**config.mk**
```make
export PLATFORM = sky130hd
export DESIGN_NAME = dsc_cell
export DESIGN_NICKNAME = d
export VERILOG_FILES = /design/src/hdl/dsc_pkg.sv /design/src/hdl/dsc_cell.sv
export SDC_FILE = /design/constraint.sdc
export NUM_CORES = 1
export LEC_CHECK = 0
export BUFFER_PORTS_ARGS = -buffer_cell sky130_fd_sc_hd__buf_4
export CORE_ASPECT_RATIO = 2
export CORE_MARGIN = 2
export CORE_UTILIZATION = 40
export CTS_CLUSTER_DIAMETER = 150
export DETAILED_ROUTE_END_ITERATION = 6
export SYNTH_ARGS = -nofsm -noshare
export SYNTH_HDL_FRONTEND = slang
export SYNTH_SLANG_ARGS = --single-unit
```
**constraint.sdc**
```tcl
create_clock -name clk -period 3.2 [get_ports clk]
set_clock_uncertainty 0.05 [all_clocks]
set_input_delay 0.16 -clock clk [delete_from_list [all_inputs] [get_ports clk]]
set_output_delay 0.16 -clock clk [all_outputs]
set_load 0.01 [all_outputs]
```
**src/hdl/dsc_pkg.sv**
```systemverilog
// ----------------------------------------------------------------------------
// Distinct subsequence counter package
// Action codes and the control bundle that is broadcast along the cell row.
// ----------------------------------------------------------------------------
package dsc_pkg;

  // Width of the emitted count field.
  localparam int OUT_COUNT_W = 32;

  // Width of a pattern or source byte.
  localparam int SYM_W = 8;

  // Codes carried on the action field.
  typedef enum logic [1:0] {
    ACT_APPEND = 2'd0,
    ACT_SOURCE = 2'd1,
    ACT_FINISH = 2'd2
  } dsc_action_t;

  // Control broadcast from the top level to every cell.
  typedef struct packed {
    logic             load;
    logic             step;
    logic             clear;
    logic [SYM_W-1:0] symbol;
  } dsc_ctl_t;

endpackage

```
**src/hdl/dsc_cell.sv**
```systemverilog
// ----------------------------------------------------------------------------
// Distinct subsequence counter cell
// Holds one pattern byte and the count for the prefix ending at it.
// ----------------------------------------------------------------------------
module dsc_cell #(
  parameter int COUNT_WIDTH = 32
) (
  input  logic                   clk,
  input  logic                   rst_n,
  input  dsc_pkg::dsc_ctl_t      ctl,
  input  logic                   prev_active,
  input  logic [COUNT_WIDTH-1:0] prev_cnt,
  output logic                   active,
  output logic [COUNT_WIDTH-1:0] cnt,
  output logic                   sat_evt
);
  import dsc_pkg::*;

  logic                   active_r;
  logic                   active_nxt;
  logic [SYM_W-1:0]       sym_r;
  logic [COUNT_WIDTH-1:0] cnt_r;
  logic [COUNT_WIDTH:0]   sum;
  logic                   take;
  logic                   hit;

  // This cell takes an appended byte when it is the first free one.
  assign take = ctl.load & ~active_r & prev_active;

  // A matching source byte adds the neighbour's old count.
  assign hit = ctl.step & active_r & (sym_r == ctl.symbol);
  assign sum = {1'b0, cnt_r} + {1'b0, prev_cnt};

  assign sat_evt = hit & sum[COUNT_WIDTH];
  assign active  = active_r;
  assign cnt     = cnt_r;

  // Occupancy of the cell.
  always_comb begin
    active_nxt = active_r;
    if (ctl.clear) begin
      active_nxt = 1'b0;
    end else if (take) begin
      active_nxt = 1'b1;
    end
  end

  always_ff @(posedge clk) begin
    if (!rst_n) begin
      active_r <= 1'b0;
    end else begin
      active_r <= active_nxt;
    end
  end

  // Pattern byte and saturating prefix count.
  always_ff @(posedge clk) begin
    if (take) begin
      sym_r <= ctl.symbol;
      cnt_r <= '0;
    end else if (hit) begin
      cnt_r <= sum[COUNT_WIDTH] ? {COUNT_WIDTH{1'b1}} : sum[COUNT_WIDTH-1:0];
    end
  end

endmodule

```
# ---- After elaboration in Yosys (flattened, before gate mapping)
# Cells that the tools add are included.
dict set report op_classes {
  n_addsub 1
  multipliers 0
  div_mod_pow 0
  n_lt_le_gt_ge 0
  eq_ne 1
  shifts 0
  muxes 1
  bitwise_logic 7
  reduce_logical 1
}
# operator n
set op_table {}
lappend op_table {{$add A32 B32 Y33} 1}
lappend op_table {{$mux W32} 1}
lappend op_table {{$eq A8 B8 Y1} 1}
lappend op_table {{$and A1 B1 Y1} 5}
lappend op_table {{$not A1 Y1} 2}
lappend op_table {{$reduce_or A2 Y1} 1}
dict set report totals {
  register_bits 41
  latch_bits 0
  ram_bits 0
  mem_bits_ro 0
  inputBits 46
  out_inout_bits 34
  elab_cells 14
  mem_count 0
}

# ---- Longest topological paths before layout
dict set report depth {
  word_depth 3
  depth_mapped 13
  depth_no_buf 11
}

# ---- Least setup slack after synthesis
# No wires, ideal clock.
dict set report synth_path {
  path_kind {register to register}
  start {register cnt_r[0] (netlist: cnt[0])}
  end {register cnt_r[26] (netlist: cnt[26])}
  setup_ns 0.119
  arrival_time_ns 2.636
  path_slack_ns 0.395
  path_stages_with_launch 12
  period_less_slack_ns 2.805
  path_cell_list {dfxtp_1 -> ha_1 -> fa_1 -> a211oi_1 -> o21ai_2 -> o2111ai_2 -> and3_4 -> o31ai_4 -> a221oi_2 -> o21ai_0 -> xnor2_1 -> a21oi_1}
}
dict set report synth_via {
  elab_chain_cells 2
}
# element line
set synth_lines {}
lappend synth_lines {{start: declaration} dsc_cell.sv:22} ;# logic [COUNT_WIDTH-1:0] cnt_r;
lappend synth_lines {{start signal: assignment} dsc_cell.sv:62} ;# cnt_r <= sum[COUNT_WIDTH] ? {COUNT_WIDTH{1'b1}} : sum[COUNT_WIDTH-1:0];
lappend synth_lines {{$add A32 B32 Y33} dsc_cell.sv:32} ;# assign sum = {1'b0, cnt_r} + {1'b0, prev_cnt};
lappend synth_lines {{$mux W32} dsc_cell.sv:62}
# No other way between the ends.
# A chain may end at the register's enable or synchronous reset.

# ---- Worst setup path in the final report
dict set report layout_path {
  start {register cnt_r[0] (netlist: cnt[0])}
  end {output sat_evt}
}
dict set report layout_via {
  elab_chain_cells 2
}
# element line
set layout_lines {}
lappend layout_lines {{$add A32 B32 Y33} dsc_cell.sv:32}
lappend layout_lines {{$and A1 B1 Y1} dsc_cell.sv:34} ;# assign sat_evt = hit & sum[COUNT_WIDTH];
lappend layout_lines {{end: declaration} dsc_cell.sv:15} ;# output logic sat_evt
# No other way between the ends.

==> summary.md <==
| Metric | Value |
|---|---|
| Cell mode on critical path | buf_4 |
| VDD IR-drop max | ~0.00021 V |
| Min-Delay Path Depth | 1 |
| CP delay by family, top | compound AO/OA/AOI/OAI gates |
| Clock buffer count from CTS | 5 |
| Cells after synthesis | between 300 and 400 |
| Hpwl dp | ~6600 um |
| GRT Total Usage | around a fifth |
| Async SR Flop Fraction | 0% |
| Final instance area | 4000 um^2 |
| Worst Max-Slew Pin Slew | around 550 ps |
| Leakage | roughly 1.8 nW |
| Max incr delay on CP | between 400 and 500 ps |
| Crit path max fanout | 4 |
| Pre-CTS setup slack | between 200 and 250 ps |
| Pwr/cell area | between 300 and 400 nW/um^2 |
| Rows | 45 |
| Largest net degree at the start of global routing | 34 |
| Final net count | between 500 and 600 |
| Root Buffer | clkbuf_16 |
| Boundary pin count | 80 |
| Hold Path Class | primary input to flip-flop |
| # clock sinks | about 40 |
| Post-synth cell types | 51 |
| Std-Cell Core Area | around 7600 um^2 |
| CP Launch Type | flip-flop |
| Status | finished, final reports clean |
| Sequential-to-total area share from yosys stat | 28.72% |
| ANT cells | 0 |
| CP endpoint kind | output pin |
| Final slew viol count | 0 |
| Core Util, Final | between 50 and 60% |
| ANT nets after route | 0 |
| Filler cells | 764 |
| IO Port Bufs | 79 |
| Wire per inst | 16.04 um |
| Die ar. | 8609 um^2 |
| Worst path depth | 12 |
| Worst EP arrival | ~2800 ps |
| Vias in the first global route | ~2,900 |
| Post-synth top flop | dfxtp_1 |
| Setup violators final | 0 |
| Min Clock Period, post-route | about 3000 ps |
| H-tree Lvls | 2 |
| Initial DRC count | approximately 190 |
| Layout area overhead | 27.52% |
| Yosys warns | 0 |
| Layout cells sized above 1 | a little under a third |
| Critical Path RT | 2990 ps |
| Flop pwr share | around two fifths |
| Routed vias | ~2,900 |
| Initial Utilization | approximately two fifths |
| Reg2reg path depth | 12 |
| Setup Fix Bufs, Post-CTS | 0 |
| Clock power frac | between 40% and 50% |
| P_int | just under 1 mW |
| Sum Neg Setup Slack | 0 ps |
| Slew HR | between 60% and 70% |
| Die W | 66.62 um |
| Placer Congestion | between 0.8 and 0.9 |
| Fraction of power spent switching nets | 23.95% |
| DRT Pass-1 Iters | 4 |
| Hold Fails Final Rpt | 0 |
| CP Buf/Inv Count | 2 |
| Psw | 0.3089 mW |
| First-pass GRT wire length | ~13,000 um |
| Worst path slowest cell | fa_1 |
| Worst-path clk slew | 60 ps |
| Syn Area/Cell | 8.861 um^2 |
| EDFF count, synth | 8 |
| Antenna violations before repair | 0 |
| Vias per cell | about 5.5 |
| Max Freq | 332.8 MHz |
| Die H | approximately 130 um |
| Crit-path cells | ha_1, fa_1, a211oi_2, o21ai_2, o2111ai_2, a31oi_1, o2111ai_1, a21oi_2, a31oi_2, buf_4, nor4_1, buf_4 |
| Placed Instance Area | approximately 3800 um^2 |
| Comb pwr share | about an eighth |
| Dpl cells | between 500 and 600 |
| Clock buffer depth | 2 |
| Syn_nets | 433 |
| CTS tree | done |
| R2R Setup Slk | about 290 ps |
| RSZ-0062 raised after global routing | no |
| Tcrit/Tclk final | ~94% |
| Finished Layout Cells | 527 |
| Drc violations | 0 |
| Grt total ovfl | 0 |
| Clock Latency Late Sink | just under 300 ps |
| DRT Wirelength | 8453 um |
| Fin worst setup slack | between 150 and 200 ps |
| Number of synthesized register bits | slightly above 40 |
| Post-synthesis cell area | about 3100 um^2 |
| Critical path class | flip-flop to output pin |
| Max-cap violations | 0 |
## metrics by stage
| step | power [mW] | hold slack [ps] |
|---|---|---|
| after floorplan | 0.6363 | 186.1 |
| after global placement | 0.7040 | 280.6 |
| after detailed placement | 0.7056 | 281.6 |
| after CTS | 1.302 | 4.045 |
| after global routing | 1.339 | 0.3738 |
| final | 1.290 | 6.061 |
## state kept, by name, indices dropped and copies added, names as in the netlist
register and cells:
cnt 32, active 1, sym_r 8
## what timing repair did
item	CTS	global route
hold endpoints to repair	1	0
hold buffers	1	0
endpoints found under the setup margin	0	6
gates resized for setup	0	2
## metal layers
| layer | wire length, um | up-vias | GRT usage [%] |
|---|---|---|---|
| met5 | 0 | - | 0 |
| met4 | 300 | 0 | 10.08 |
| met3 | 290 | 19 | 3.125 |
| met2 | 4853 | 73 | 38.82 |
| met1 | 3009 | 1365 | 20.13 |
| li1 | - | 1464 | - |
## cell families (layout without fill, tap and decap cells)
kind of cell	Yosys count	after routing	share of synthesized area, %
adder cells (fa/ha/maj)	33	33	13.40
AO/OA/AOI/OAI	157	157	33.07
XOR/XNOR	38	38	10.61
buffers and inverters	22	101	3.989
flip-flops	41	41	28.72
AND/OR/NAND/NOR	63	63	10.21
## power groups by stage
| stage | clock network (mW) | logic (mW) | registers (mW) |
|---|---|---|---|
| global route | 0.627 | 0.177 | 0.535 |
| CTS | 0.606 | 0.161 | 0.535 |
| global placement | 0 | 0.158 | 0.546 |
| finish | 0.594 | 0.160 | 0.535 |
| detailed placement | 0 | 0.159 | 0.547 |
| floorplan | 0 | 0.0899 | 0.546 |
## worst reg2reg max path, delay by kind of cell, from the launching register on
family / cells / cell delay (ps)
flip-flops: 1 / 320
XOR/XNOR: 1 / 160
buffers and inverters: 1 / 180
adder cells (fa/ha/maj): 2 / 640
AND/OR/NAND/NOR: 1 / 250
AO/OA/AOI/OAI: 7 / 1240
## final timing paths
check,from,end
worst min register to register,cnt[0]$_SDFFE_PP0P_,cnt[0]$_SDFFE_PP0P_
worst min-delay path,ctl[6],sym_r[6]$_DFFE_PP_
worst max register to register,cnt[0]$_SDFFE_PP0P_,cnt[26]$_SDFFE_PP0P_
worst max-delay path,cnt[0]$_SDFFE_PP0P_,sat_evt
## layout make-up
cell class / instances / area, um^2 / share of cell area (%)
Tap cell: 94 / 117.6 / 2.940
Inverter: 8 / 30.03 / 0.7507
Multi-Input combinational cell: 291 / 2127 / 53.17
Clock buffer: 5 / 125.1 / 3.128
Sequential cell: 41 / 900.9 / 22.52
Timing Repair Buffer: 85 / 653.1 / 16.33
Clock inverter: 3 / 46.29 / 1.157
## synth_stat cells (all sizes together) (2+ instances only)
master   count  area (um^2)
a211oi       4        30.03
a21o        15        115.1
a21oi       65        404.1
a31oi        5        31.28
a41oi        3        26.28
and2         3        18.77
and3         5        37.54
buf          7        68.80
clkbuf       7        26.28
dfxtp       33        660.6
edfxtp       8        240.2
ha          32        400.4
inv          8        30.03
nand2       18        67.56
nand2b       3        18.77
nand3        7        35.03
nand4        4        25.02
nor2        10        37.54
nor2b        3        18.77
nor3         3        15.01
o2111ai      2        23.77
o211ai       2        15.01
o21a         2        15.01
o21ai       45        229.0
o21bai       5        37.54
o31ai        3        50.05
or2          3        18.77
xnor2       25        219.0
xor2        13        113.9
## placed cells by master (no fill, tap or decap), types with 4 or more instances in the layout
master,count
a21o_1,13
a21oi_1,44
a21oi_2,21
a31oi_1,4
buf_4,83
clkbuf_16,5
dfxtp_1,33
edfxtp_1,8
ha_1,32
inv_1,8
nand2_1,18
nand3_1,7
nand4_1,4
nor2_1,10
o21ai_0,43
o21bai_1,5
xnor2_1,25
xor2_1,13
(Power assumes the default switching activity.)
